File: src/sv/lgrs_pkg.sv
`timescale 1ns / 1ps
// ----------------------------------------------------------------------------
// lgrs_pkg
// Shared constants, types and the B3/S23 cell rule for the row stream unit.
// ----------------------------------------------------------------------------
package lgrs_pkg;

    localparam int MAX_WIDTH   = 64;
    localparam int CFG_W       = 7;
    localparam int QUEUE_DEPTH = 3;
    localparam int QCNT_W      = 2;

    localparam logic [CFG_W-1:0] GRID_WIDTH_RESET = CFG_W'(40);

    localparam logic [3:0] BIRTH_COUNT   = 4'd3;
    localparam logic [3:0] SURVIVE_COUNT = 4'd2;

    // One column's cell bits as seen by the neighbor cells.
    typedef struct packed {
        logic upper;
        logic middle;
        logic current;
    } col_t;

    typedef struct packed {
        logic shift;
        logic clear;
    } cell_ctl_t;

    typedef struct packed {
        logic [MAX_WIDTH-1:0] cells;
        logic                 frame_end;
    } res_t;

    function automatic logic [3:0] count8(input logic [7:0] b);
        logic [3:0] n;
        n = 4'd0;
        for (int i = 0; i < 8; i++)
        begin
            n = n + {3'b000, b[i]};
        end
        return n;
    endfunction

    function automatic logic life_next(input logic [3:0] n, input logic alive);
        return (n == BIRTH_COUNT) || ((n == SURVIVE_COUNT) && alive);
    endfunction

endpackage

File: src/sv/lgrs_cell.sv
`timescale 1ns / 1ps
// ----------------------------------------------------------------------------
// lgrs_cell
// One grid column: holds the two previous rows' bits and evaluates the
// B3/S23 rule for the middle row and for the arriving row.
// ----------------------------------------------------------------------------
module lgrs_cell import lgrs_pkg::*;
(
    input  logic      clk,
    input  logic      rst_n,
    input  cell_ctl_t ctl,
    input  logic      in_use,
    input  logic      cur_bit,
    input  col_t      left,
    input  col_t      right,
    output col_t      own,
    output logic      res_mid,
    output logic      res_last
);

    logic upper_reg;
    logic upper_next;
    logic middle_reg;
    logic middle_next;
    logic [3:0] n_mid;
    logic [3:0] n_last;

    assign own.upper   = upper_reg & in_use;
    assign own.middle  = middle_reg & in_use;
    assign own.current = cur_bit & in_use;

    always_comb
    begin
        n_mid  = count8({left.upper, own.upper, right.upper,
                         left.middle, right.middle,
                         left.current, own.current, right.current});
        n_last = count8({left.middle, own.middle, right.middle,
                         left.current, right.current, 3'b000});
        res_mid  = in_use & life_next(n_mid, own.middle);
        res_last = in_use & life_next(n_last, own.current);
    end

    always_comb
    begin
        upper_next  = upper_reg;
        middle_next = middle_reg;
        if (ctl.shift)
        begin
            if (ctl.clear)
            begin
                upper_next  = 1'b0;
                middle_next = 1'b0;
            end
            else
            begin
                upper_next  = middle_reg;
                middle_next = own.current;
            end
        end
    end

    always_ff @(posedge clk or negedge rst_n)
    begin
        if (!rst_n)
        begin
            upper_reg  <= 1'b0;
            middle_reg <= 1'b0;
        end
        else
        begin
            upper_reg  <= upper_next;
            middle_reg <= middle_next;
        end
    end

endmodule

File: config.mk
export PLATFORM = sky130hd
export DESIGN_NAME = lgrs_cell
export DESIGN_NICKNAME = d
export VERILOG_FILES = /design/src/sv/lgrs_pkg.sv /design/src/sv/lgrs_cell.sv
export SDC_FILE = /design/constraint.sdc
export NUM_CORES = 1
export LEC_CHECK = 0
export BUFFER_PORTS_ARGS = -buffer_cell sky130_fd_sc_hd__buf_2
export CORE_AREA = 3 3 40 42
export CTS_CLUSTER_DIAMETER = 120
export CTS_CLUSTER_SIZE = 8
export DETAILED_ROUTE_END_ITERATION = 10
export DIE_AREA = 0 0 43 45
export PLACE_DENSITY = 0.59
export SYNTH_ARGS = -nofsm -noshare
export SYNTH_HDL_FRONTEND = slang
export SYNTH_SLANG_ARGS = --single-unit
File: constraint.sdc
create_clock -name clk -period 9.45 [get_ports clk]
set_clock_uncertainty 0.15 [all_clocks]
set_input_delay 1.4175 -clock clk [delete_from_list [all_inputs] [get_ports clk]]
set_output_delay 1.4175 -clock clk [all_outputs]
set_load 0.005 [all_outputs]
==> results of run 1 <==
tightest hold or removal path: stages, from the launching register on:
cell and delay (ps):
dfrtp_1 380, inv_1 50, o21ai_0 90
report_power, final:
part	internal (W)	switching, W
Combinational	0.0000128	0.0000131
Clock	0.0000140	0.00000439
Sequential	0.00000909	0.000000453
Total	0.0000359	0.0000180
through the flow:
step                total power, W  setup slack [ps]  utilization, %
CTS                      0.0000560              3770            38.1
finish                   0.0000538              3790            38.1
global route             0.0000622              3600            38.1
floorplan                0.0000277              4030               -
detailed placement       0.0000362              3770            36.3
global placement         0.0000351              3790            36.3
layout by cell type (no fill, tap or decap), drive strengths merged:
| cell type | synthesis | final |
|---|---|---|
| buf | 0 | 16 |
| inv | 15 | 15 |
| fa | 6 | 6 |
| nand2 | 5 | 5 |
| ha | 4 | 4 |
| clkbuf | 0 | 3 |
| nand3b | 2 | 2 |
| dfrtp | 2 | 2 |
| nand2b | 1 | 1 |
| o2111ai | 1 | 1 |
| a21oi | 1 | 1 |
| nor2b | 1 | 1 |
| nor3 | 1 | 1 |
| o21ai | 1 | 1 |
| nor2 | 1 | 1 |
| mux2 | 1 | 1 |
cell type report:
class / count / area, um^2
clock buffer: 3 / 22.5
tap: 15 / 18.8
fill: 140 / 796
sequential: 2 / 50.0
multi-input combinational: 25 / 262
timing repair buffer: 16 / 80.1
inverter: 15 / 56.3
cells by family (layout without fill, tap and decap cells):
family	Yosys count	count (layout)	synth area share (%)
AO/OA/AOI/OAI	3	3	5.10
flip-flops	2	2	13.6
adder cells (fa/ha/maj)	10	10	46.3
multiplexers	1	1	4.08
AND/OR/NAND/NOR	11	11	15.6
buffers and inverters	15	34	15.3
path summary, 6_finish.rpt:
kind,end,slack (ps)
setup / recovery,res_mid,3790
hold / removal,upper_reg$_DFFE_PN0P_,420
setup reg to reg,middle_reg$_DFFE_PN0P_,8500
hold reg to reg,upper_reg$_DFFE_PN0P_,420
max in group asynchronous,upper_reg$_DFFE_PN0P_,8220
min in group asynchronous,middle_reg$_DFFE_PN0P_,830
per-layer routing:
| metal | vias up | GRT usage [%] | routed length (um) |
|---|---|---|---|
| li1 | 166 | - | - |
| met1 | 146 | 10.1 | 280 |
| met2 | 10 | 12.9 | 353 |
| met3 | 2 | 1.20 | 39 |
| met4 | 0 | 10.8 | 17 |
| met5 | - | 0 | 0 |
==> results.py, run 1 <==
metrics = {
    "outcome": {
        "status": "completed",
    },
    "routing": {
        "drt_drc_violations_left": 0,
        "post_drt_wl_per_cell_um": 9.09,
        "detail_route.first_pass.iterations": 2,
        "num_vias": 324,
        "viasPerCell": 4.26,
        "drt.antenna.violating_nets": 0,
        "drtIter0Drc": 2,
        "drt_wirelength_um": 691,
    },
    "clock_tree": {
        "clk_root_buffer_cell": "clkbuf_4",
        "holdBufCountCts": 0,
        "cts_htree_levels": 1,
        "count_of_clock_tree_sinks": 2,
        "tritoncts": "done",
        "clock_insertion_delay_worst_skew_ps": 220,
        "post-cts-setup-buffer-count": 0,
        "number_of_buffers_created_by_cts": 3,
        "clk_path_buf_depth": 2,
        "path_clk_slew_ps": 30,
        "cts_resized": 0,
    },
    "critical_path": {
        "cpMostUsedCell": "fa_1",
        "critical_path_cell_count": 12,
        "regToRegStartpoint": "middle_reg$_DFFE_PN0P_",
        "timing.critical_path.to_type": "primary output",
        "worst_ep_required_ps": 7880,
        "critPathArrivalTime_ps": 4100,
        "critical_path.top_delay_family": "adder cells",
        "worst_path_largest_cell_delay_ps": 550,
        "critical_path.n_buffers_inverters": 4,
        "crit_type": "in -> out",
        "critical_path.slowest_cell": "fa_1",
        "critical_path_cell_list": "buf_2 -> inv_1 -> fa_1 -> fa_1 -> fa_1 -> inv_1 -> ha_1 -> fa_1 -> nand2b_1 -> o2111ai_1 -> a21oi_1 -> buf_2",
        "worst-r2r-cell-count": 1,
        "crit_path_start": "left[0]",
        "critPathMaxFanout": 2,
        "startpoint_type": "input pin",
    },
    "logic_synthesis": {
        "synth_area_per_inst_um2": 8.76,
        "synth_edf_count": 0,
        "synth.cell_area_um2": 368,
        "synth.lib_cells_used.distinct": 15,
        "yosys_top_cell_by_area": "fa_1",
        "post-synth-top-count-cell": "inv_1",
        "syn_inst": 42,
        "synth_largest_type_area_fraction_pct": 32.7,
        "synth_fp_nets": 64,
        "top_cells_by_area_in_the_synthesized_netlist": "fa_1, inv_1, dfrtp_1, ha_1, mux2_4",
        "yosys_warnings": 0,
        "prevailing_post_synth_register_cell": "dfrtp_1",
        "seq_area_frac_synth_pct": 13.6,
        "most_numerous_cell_types_in_the_synthesized_netlist": "inv_1, fa_1, ha_1, nand2_1",
        "synthesis_stage_register_bit_count": 2,
        "ys_async_sr_fraction_pct": 100,
    },
    "floorplan": {
        "num_io_pins": 17,
        "initial_core_util_pct": 28.6,
        "core_area_um2": 1280,
        "floorplan.rows": 13,
        "die_h_um": 45,
        "design.die.area_um2": 1940,
        "dieWidth_um": 43,
    },
    "min_path": {
        "worstHoldPathType": "reg -> reg",
        "hold_depth": 2,
        "worst_min_path_start": "upper_reg$_DFFE_PN0P_",
    },
    "pwr": {
        "reported_leakage_power_nw": 0.308,
        "irDropWorstVdd_v": 0.0000332,
        "power_density_nw_per_um2": 110,
    },
    "place": {
        "post-place-cells": 73,
        "dpl_cell_area_um2": 467,
        "gp_congestion": 0.690,
        "hpwlAfterDp_um": 675,
        "numPortBuffers": 16,
    },
    "timing": {
        "final.min_clock_period_ps": 5660,
        "slew_at_the_pin_with_the_worst_max_slew_slack_ps": 168,
        "drv_slew": 0,
        "rsz0062_at_grt": "false",
        "slew_headroom_pct": 88.7,
        "finalCritPeriodShare_pct": 59.9,
        "fmaxAchievable_ghz": 0.177,
        "setup-violations-final": 0,
        "final_hold_viol_count": 0,
        "setup-tns-final_ps": 0,
        "finalHoldWorstSlack_ps": 423,
    },
    "global_routing": {
        "grt_max_degree": 6,
        "antenna_found_initial": 0,
        "grt_usage_pct": 8.82,
        "grt_pass1_vias": 303,
        "grt_first_pass_wirelength_um": 1170,
        "remaining_global_route_overflow": 0,
    },
    "cells_and_area": {
        "drive_gt1_share_pct": 34.4,
        "final_cell_count_no_fill": 76,
        "fin_area_um2": 489,
        "diode_count": 0,
        "finish.net_count": 85,
        "syn2layout_area_growth_pct": 33.0,
    },
    "job": {
        "cap_viol_max_count": 0,
    },
}
Note: power is estimated with default switching activity, not from simulation.
==> inputs of run 2 (changes only) <==
Clock period 9.45 ns to 5.85 ns, I/O delays scaled along.
==> results.py, run 2 (synthesis gave the netlist of run 1 again) <==
metrics = {
    "routing": {
        "drt.antenna.violating_nets": 0,
        "post_drt_wl_per_cell_um": 9.86,
        "drt_wirelength_um": 749,
        "viasPerCell": 4.14,
        "num_vias": 315,
        "detail_route.first_pass.iterations": 2,
        "drtIter0Drc": 2,
        "drt_drc_violations_left": 0,
    },
    "clock_tree": {
        "tritoncts": "done",
        "cts_resized": 0,
        "post-cts-setup-buffer-count": 0,
        "path_clk_slew_ps": 30,
        "holdBufCountCts": 0,
        "clock_insertion_delay_worst_skew_ps": 220,
        "number_of_buffers_created_by_cts": 3,
        "count_of_clock_tree_sinks": 2,
        "cts_htree_levels": 1,
        "clk_path_buf_depth": 2,
        "clk_root_buffer_cell": "clkbuf_4",
    },
    "place": {
        "dpl_cell_area_um2": 467,
        "gp_congestion": 0.726,
        "hpwlAfterDp_um": 718,
        "numPortBuffers": 16,
    },
    "critical_path": {
        "crit_type": "in -> out",
        "critical_path.n_buffers_inverters": 4,
        "r2r_setup_slack_ps": 4900,
        "critical_path_cell_list": "buf_2 -> inv_1 -> fa_1 -> fa_1 -> fa_1 -> inv_1 -> ha_1 -> fa_1 -> nand2b_1 -> o2111ai_1 -> a21oi_1 -> buf_2",
        "timing.critical_path.to_type": "primary output",
        "worst_ep_required_ps": 4820,
        "cpMostUsedCell": "fa_1",
        "critical_path.top_delay_family": "adder cells",
        "worst_reg2reg_path_endpoint": "middle_reg$_DFFE_PN0P_",
        "critical_path.slowest_cell": "fa_1",
        "critPathArrivalTime_ps": 3590,
        "worst-r2r-cell-count": 1,
        "worst_path_largest_cell_delay_ps": 560,
        "startpoint_type": "input pin",
        "critPathMaxFanout": 2,
        "regToRegStartpoint": "middle_reg$_DFFE_PN0P_",
    },
    "timing": {
        "setup-tns-final_ps": 0,
        "finalCritPeriodShare_pct": 79.0,
        "setup-violations-final": 0,
        "slew_headroom_pct": 86.6,
        "finalHoldWorstSlack_ps": 290,
        "slew_at_the_pin_with_the_worst_max_slew_slack_ps": 200,
        "final.min_clock_period_ps": 4620,
        "rsz0062_at_grt": "false",
        "fmaxAchievable_ghz": 0.216,
        "drv_slew": 0,
        "final_hold_viol_count": 0,
    },
    "cells_and_area": {
        "most_common_library_cell_in_the_layout_ignoring_fill_and_taps": "buf_2",
        "finish.net_count": 85,
        "fin_area_um2": 489,
        "multiInputGateArea_um2": 262,
        "syn2layout_area_growth_pct": 33.0,
        "final-seq-area_um2": 50.0,
        "fillCellCount": 140,
        "diode_count": 0,
        "drive_gt1_share_pct": 34.4,
        "final_cell_mix": "buf_2, inv_1, fa_1, nand2_1, ha_1",
    },
    "floorplan": {
        "num_io_pins": 17,
        "initial_core_util_pct": 28.6,
        "floorplan.rows": 13,
        "core_area_um2": 1280,
        "die_h_um": 45,
        "dieWidth_um": 43,
        "design.die.area_um2": 1940,
    },
    "pwr": {
        "power.switching_w": 0.0000292,
        "share_clk_of_total_power_pct": 33.9,
        "combinational_group_share_of_total_power_pct": 48.4,
        "swShare_pct": 33.5,
        "power_density_nw_per_um2": 178,
        "reported_leakage_power_nw": 0.308,
        "share_seq_of_total_power_pct": 17.7,
        "irDropWorstVdd_v": 0.0000590,
        "power.internal_w": 0.0000580,
    },
    "outcome": {
        "status": "completed",
    },
    "job": {
        "cap_viol_max_count": 0,
    },
    "global_routing": {
        "grt_usage_pct": 10.4,
        "grt_first_pass_wirelength_um": 1410,
        "grt_pass1_vias": 356,
        "remaining_global_route_overflow": 0,
        "grt_max_degree": 6,
        "antenna_found_initial": 0,
    },
    "min_path": {
        "worstHoldPathType": "in -> async",
    },
}
## run 2: cell counts in the layout (fill, tap and decap cells not counted)
No cell type changed its count.
## run 2: layout make-up
cell class | instances | area share [%]
clock buffer | 3 | 4.60
inverter | 15 | 11.5
tap | 15 | 3.84
timing repair buffer | 16 | 16.4
multi-input combinational | 25 | 53.5
sequential | 2 | 10.2
## run 2: how the worst max path moves through the flow
| stage | start | to | slack, ps | depth (start not counted) |
|---|---|---|---|---|
| after global routing | left[0] | res_mid | 1070 | 12 |
| after detailed placement | left[0] | res_mid | 1220 | 12 |
| after CTS | left[0] | res_mid | 1200 | 12 |
| after floorplan | left[0] | res_mid | 1510 | 9 |
| after global placement | left[0] | res_mid | 1270 | 11 |
| final | left[0] | res_mid | 1230 | 12 |
## run 2: through the flow
stage	std cells	total power [W]	worst slack, ps	util, %
after floorplan	42	0.0000448	1510	-
after global placement	73	0.0000571	1270	36.3
after detailed placement	73	0.0000588	1220	36.3
after CTS	76	0.0000901	1200	38.1
after global routing	76	0.000100	1070	38.1
final	76	0.0000873	1230	38.1
## run 2: layer usage
layer  vias to the layer above  wire length (um)  track usage, %
met2                        10               401            18.6
li1                        164                 -               -
met4                         0                21            10.8
met3                         2                41               0
met1                       139               286            10.9
met5                         -                 0               0
## run 2: power by group through the flow
stage,registers (W),logic (W),clock network [W]
2_1_floorplan,0.0000153,0.0000295,0
3_3_place_gp,0.0000155,0.0000415,0
3_5_place_dp,0.0000156,0.0000432,0
4_1_cts,0.0000155,0.0000433,0.0000314
5_1_grt,0.0000156,0.0000516,0.0000329
6_report,0.0000154,0.0000423,0.0000295
